==> config.mk <==
export PLATFORM = sky130hd
export DESIGN_NAME = lmdd_ctrl
export DESIGN_NICKNAME = d
export VERILOG_FILES = /design/src/lmdd_pkg.sv /design/src/lmdd_ctrl.sv
export SDC_FILE = /design/constraint.sdc
export NUM_CORES = 1
export LEC_CHECK = 0
export BUFFER_PORTS_ARGS = -buffer_cell sky130_fd_sc_hd__buf_2
export CORE_AREA = 4 4 41 43
export DETAILED_ROUTE_END_ITERATION = 12
export DIE_AREA = 0 0 45 47
export GPL_TIMING_DRIVEN = 0
export HOLD_SLACK_MARGIN = 0.1
export MAX_ROUTING_LAYER = met4
export PLACE_DENSITY_LB_ADDON = 0.25
export SETUP_SLACK_MARGIN = 0.4
export SYNTH_ARGS = -nofsm -noshare
export SYNTH_HDL_FRONTEND = slang
export SYNTH_SLANG_ARGS = --single-unit
==> constraint.sdc <==
create_clock -name clk -period 1.4 [get_ports clk]
set_input_delay 0.35 -clock clk [delete_from_list [all_inputs] [get_ports clk]]
set_output_delay 0.35 -clock clk [all_outputs]
set_load 0.02 [all_outputs]
==> src/lmdd_pkg.sv <==
// ============================================================================
// lmdd_pkg: shared types and constants for the layered MDD lookup
// Field widths, table geometry, op codes and controller/datapath structs.
// ============================================================================
package lmdd_pkg;

    // Diagram geometry
    localparam int LAYERS          = 10;
    localparam int NODES_PER_LAYER = 4096;
    localparam int TRANS_PER_LAYER = 16384;
    localparam int SYMBOL_BITS     = 6;
    localparam int ROW_STRIDE      = 6;

    // Item and result field widths
    localparam int OP_W     = 2;
    localparam int LAYER_W  = 4;
    localparam int ENTRY_W  = 14;
    localparam int OFFSET_W = 14;
    localparam int LENGTH_W = 15;
    localparam int WORD_W   = 32;
    localparam int POS_W    = LAYERS * ROW_STRIDE;
    localparam int FAIL_W   = $clog2(LAYERS + 1);

    // Storage geometry
    localparam int SPAN_W      = OFFSET_W + LENGTH_W;
    localparam int NODE_DEPTH  = LAYERS * NODES_PER_LAYER;
    localparam int TRANS_DEPTH = LAYERS * TRANS_PER_LAYER;
    localparam int NODE_AW     = $clog2(NODE_DEPTH);
    localparam int TRANS_AW    = $clog2(TRANS_DEPTH);
    localparam int NODE_IDX_W  = $clog2(NODES_PER_LAYER);
    localparam int NEXT_W      = WORD_W - SYMBOL_BITS;
    localparam int TPOS_W      = $clog2(TRANS_PER_LAYER + 1);
    localparam int TIDX_W      = $clog2(TRANS_PER_LAYER);

    // Register port
    localparam int ROOT_W = 12;
    localparam int APB_AW = 3;
    localparam int APB_DW = 32;
    localparam logic [APB_AW-3:0] REG_ROOT_IDX = '0;

    // Item op codes
    typedef enum logic [OP_W-1:0] {
        OP_NODE  = 2'd0,
        OP_TRANS = 2'd1,
        OP_QUERY = 2'd2
    } op_t;

    // Outcome of a walk
    typedef enum logic [1:0] {
        RES_ACCEPT  = 2'd0,
        RES_MISS    = 2'd1,
        RES_IDX_ERR = 2'd2
    } res_kind_t;

    // Controller to datapath
    typedef struct packed {
        logic      start;
        logic      node_wr;
        logic      tw_wr;
        logic      node_rd;
        logic      span_load;
        logic      tw_rd_mid;
        logic      tw_rd_lo;
        logic      step;
        logic      next_layer;
        logic      set_res;
        res_kind_t res_kind;
        logic      out_load;
    } lmdd_cmd_t;

    // Datapath to controller
    typedef struct packed {
        logic node_oor;
        logic lo_lt_hi;
        logic lo_ge_end;
        logic sym_lt;
        logic sym_eq;
        logic last_layer;
        logic out_free;
    } lmdd_stat_t;

endpackage

==> src/lmdd_ctrl.sv <==
// ============================================================================
// lmdd_ctrl: walk sequencer
// Takes items, then steps a query through node fetch, binary search and
// transition check for each layer, and hands the result to the output stage.
// ============================================================================
module lmdd_ctrl (
    input  logic                     clk,
    input  logic                     rst_n,
    input  logic                     item_valid,
    input  logic [lmdd_pkg::OP_W-1:0] item_op,
    output logic                     item_ready,
    input  lmdd_pkg::lmdd_stat_t     stat,
    output lmdd_pkg::lmdd_cmd_t      cmd
);
    import lmdd_pkg::*;

    typedef enum logic [6:0] {
        S_IDLE   = 7'b0000001,
        S_NODE   = 7'b0000010,
        S_SPAN   = 7'b0000100,
        S_SEARCH = 7'b0001000,
        S_CMP    = 7'b0010000,
        S_MATCH  = 7'b0100000,
        S_DONE   = 7'b1000000
    } state_t;

    state_t state_reg, state_next;
    logic   take;

    assign item_ready = (state_reg == S_IDLE);
    assign take       = item_valid && item_ready;

    // next state and commands
    always_comb
    begin
        state_next = state_reg;
        cmd        = '0;
        cmd.res_kind = RES_MISS;
        case (state_reg)
            S_IDLE:
            begin
                if (take)
                begin
                    case (item_op)
                        OP_NODE:  cmd.node_wr = 1'b1;
                        OP_TRANS: cmd.tw_wr = 1'b1;
                        OP_QUERY:
                        begin
                            cmd.start  = 1'b1;
                            state_next = S_NODE;
                        end
                        default: ;
                    endcase
                end
            end
            S_NODE:
            begin
                if (stat.node_oor)
                begin
                    cmd.set_res  = 1'b1;
                    cmd.res_kind = RES_IDX_ERR;
                    state_next   = S_DONE;
                end
                else
                begin
                    cmd.node_rd = 1'b1;
                    state_next  = S_SPAN;
                end
            end
            S_SPAN:
            begin
                cmd.span_load = 1'b1;
                state_next    = S_SEARCH;
            end
            S_SEARCH:
            begin
                if (stat.lo_lt_hi)
                begin
                    cmd.tw_rd_mid = 1'b1;
                    state_next    = S_CMP;
                end
                else if (stat.lo_ge_end)
                begin
                    cmd.set_res  = 1'b1;
                    cmd.res_kind = RES_MISS;
                    state_next   = S_DONE;
                end
                else
                begin
                    cmd.tw_rd_lo = 1'b1;
                    state_next   = S_MATCH;
                end
            end
            S_CMP:
            begin
                cmd.step   = 1'b1;
                state_next = S_SEARCH;
            end
            S_MATCH:
            begin
                if (stat.sym_eq)
                begin
                    cmd.next_layer = 1'b1;
                    if (stat.last_layer)
                    begin
                        cmd.set_res  = 1'b1;
                        cmd.res_kind = RES_ACCEPT;
                        state_next   = S_DONE;
                    end
                    else
                    begin
                        state_next = S_NODE;
                    end
                end
                else
                begin
                    cmd.set_res  = 1'b1;
                    cmd.res_kind = RES_MISS;
                    state_next   = S_DONE;
                end
            end
            S_DONE:
            begin
                if (stat.out_free)
                begin
                    cmd.out_load = 1'b1;
                    state_next   = S_IDLE;
                end
            end
            default:
            begin
                state_next = S_IDLE;
            end
        endcase
    end

    // state register
    always_ff @(posedge clk or negedge rst_n)
    begin
        if (!rst_n)
        begin
            state_reg <= S_IDLE;
        end
        else
        begin
            state_reg <= state_next;
        end
    end

endmodule

==> results.ini <==
[run_status]
outcome = finished, violations left
violations = setup timing

[worst_setup_path]
r2r_slack_ps = -420
cp_max_fo = 5
worstPathRequired_ps = 1050
cp-start-kind = register
endpoint_kind = output port
worst_ep_arrival_time_ps = 1630
rr_endpoint = state_reg[6]$_DFFE_PN0P_
r2r_cells = 6
r2r_start = state_reg[0]$_DFFE_PN1P_
critPathKind = register to output port

[synth]
synth_edf_count = 0
ys_ff_latch = 7
async_reset_ff_frac = 1.00
syn_area_um2 = 492
ys_seq_area_frac = 0.359
syn_area_per_cell_um2 = 8.33
ys_types = 29
synthFlopType = dfrtp_1
ys_warn_count = 0
netlist_instances = 59
syn_nets = 71

[grt]
grt_pass1_vias = 664
grt.total_usage = 0.191
grt_max_degree = 8
grt_pass1_wl_um = 2820
overflow = 0
grt_antenna_before_repair = 0

[placement]
portBuffers = 24
gp_congestion = 0.747
dp_hpwl_um = 1030

[route]
viasPerCell = 5.29
wirelength_met1_um = 687
drt_iter0_markers = 11
wl_um = 1690
wl_met3_um = 86
post_drt_wl_per_cell_um = 14.2
top_layer_used = met4
via_count = 629
first_pass_iters = 4
ant_nets = 0
met2WireLength_um = 899
drc = 0

[sta]
relSlewSlack = 0.736
setup_viol = 16
fmax_ghz = 0.506
clock_skew_ps = 0.770
fin_crit_ps = 1980
tightestPinTransition_ps = 395
drv_slew = 0
min_period_over_period = 1.41
hold_viol_final = 0
worst_slack_ps = -576
setup_tns_ps = -7420
rsz0062_at_grt = true

[final_layout]
largest_reg_flops = 7
finish.utilization = 0.757
fill_cells = 101
diodes = 0
area_growth_pct = 100
drive_gt1_frac = 0.683
multi_input_area_um2 = 413
final_cell_mix = buf_4 (16), buf_2 (13), buf_6 (12)
regArea_um2 = 183
nets = 117
final_common_cell = buf_4

[worst_hold_path]
min-delay-start = stat[6]
min_path_type = input pin to register
hold_depth = 2
min_to = state_reg[2]$_DFFE_PN0P_

[clocking]
clock-sinks = 7
cts_tree = done
clockBufferDepth = 2
cts_buffers = 3
clockRootBuffer = clkbuf_4
clk_pin_slew_ps = 60
clk_latency_ps = 250
h-tree-depth = 1

[power]
pwr-share-clk = 0.205
p_int_w = 0.000581
peakVddDrop_uv = 1020
p_sw_w = 0.000346
p_per_area_nw_per_um2 = 941
p_comb_frac = 0.512
pwr-share-seq = 0.283
switching_share = 0.373
p_leak_nw = 0.465

[floorplan]
rows = 13
die_h_um = 47
fp.dieArea_um2 = 2120
fp.dieW_um = 45
core_um2 = 1300
start_util = 0.378
ios = 26

[flow_run]
maxCapViolCount = 0

## kinds of logic after synthesis
logic type | synth area share
and+or+nand+nor | 0.458
xor gates and xnor gates | 0.0178
DFF | 0.359
buffers and inverters | 0.0382
AOI/OAI and AO/OA | 0.127
## cell type report
| class | count | area share |
|---|---|---|
| Clock buffer | 4 | 0.0267 |
| Timing Repair Buffer | 41 | 0.328 |
| Tap cell | 15 | 0.0191 |
| Sequential cell | 7 | 0.186 |
| Inverter | 3 | 0.0140 |
| Multi-Input combinational cell | 48 | 0.419 |
| Buffer | 1 | 0.00762 |
## stage by stage
step,std cells,hold WS (ps),power [W],worst slack [ps],cell area (um2)
after floorplan,59,54.4,0.000451,-308,579
after global placement,98,194,0.000524,-495,718
after detailed placement,98,198,0.000528,-514,718
after CTS,116,266,0.000908,-547,961
after global routing,119,268,0.000975,-647,985
final,119,269,0.000927,-576,985
## cell usage after synthesis (2+ instances only)
cell	count	share of area
nor3_1	3	0.031
nor2b_1	4	0.051
dfrtp_1	6	0.31
a21oi_1	2	0.020
and2_1	2	0.025
nand2b_1	3	0.038
o21ai_0	2	0.020
and3_1	3	0.038
nor4b_1	2	0.036
nor2_1	8	0.061
inv_1	3	0.023
nand2_1	4	0.031
## power by group through the flow
| stage | clock network [W] | registers [W] | logic [W] |
|---|---|---|---|
| 2_1_floorplan | 0 | 0.000255 | 0.000196 |
| 3_3_place_gp | 0 | 0.000259 | 0.000265 |
| 3_5_place_dp | 0 | 0.000260 | 0.000268 |
| 4_1_cts | 0.000193 | 0.000257 | 0.000458 |
| 5_1_grt | 0.000204 | 0.000265 | 0.000507 |
| 6_report | 0.000190 | 0.000262 | 0.000474 |
## repair_timing
item / in CTS / in global routing
gates cloned: 0 / 0
hold buffers: 1 / 0
gates resized for setup: 37 / 1
endpoints found under the setup margin: 21 / 21
endpoints found under the hold margin: 6 / 0
pin swaps: 8 / 3
setup buffers: 13 / 3
## per-layer routing
metal  up-vias  track usage
li1        306            -
met1       302        0.193
met2        19        0.353
met3         2       0.0268
met4         0       0.0994
met5         -            -
## critical path: stages (launching register included)
cell,delay (ps)
dfstp_2,590
nor3_2,80
and4b_4,210
a221o_1,350
buf_6,150
## worst max-delay path by stage
stage	startpoint	to	slack, ps	depth (start not counted)
floorplan	state_reg[4]$_DFFE_PN0P_	cmd[11]	-310	3
global route	state_reg[4]$_DFFE_PN0P_	cmd[3]	-650	4
detailed placement	state_reg[4]$_DFFE_PN0P_	cmd[11]	-510	4
CTS	state_reg[0]$_DFFE_PN1P_	cmd[3]	-550	4
global placement	state_reg[4]$_DFFE_PN0P_	cmd[11]	-500	4
finish	state_reg[0]$_DFFE_PN1P_	cmd[3]	-580	4
Power figures use the tool's default switching activity.
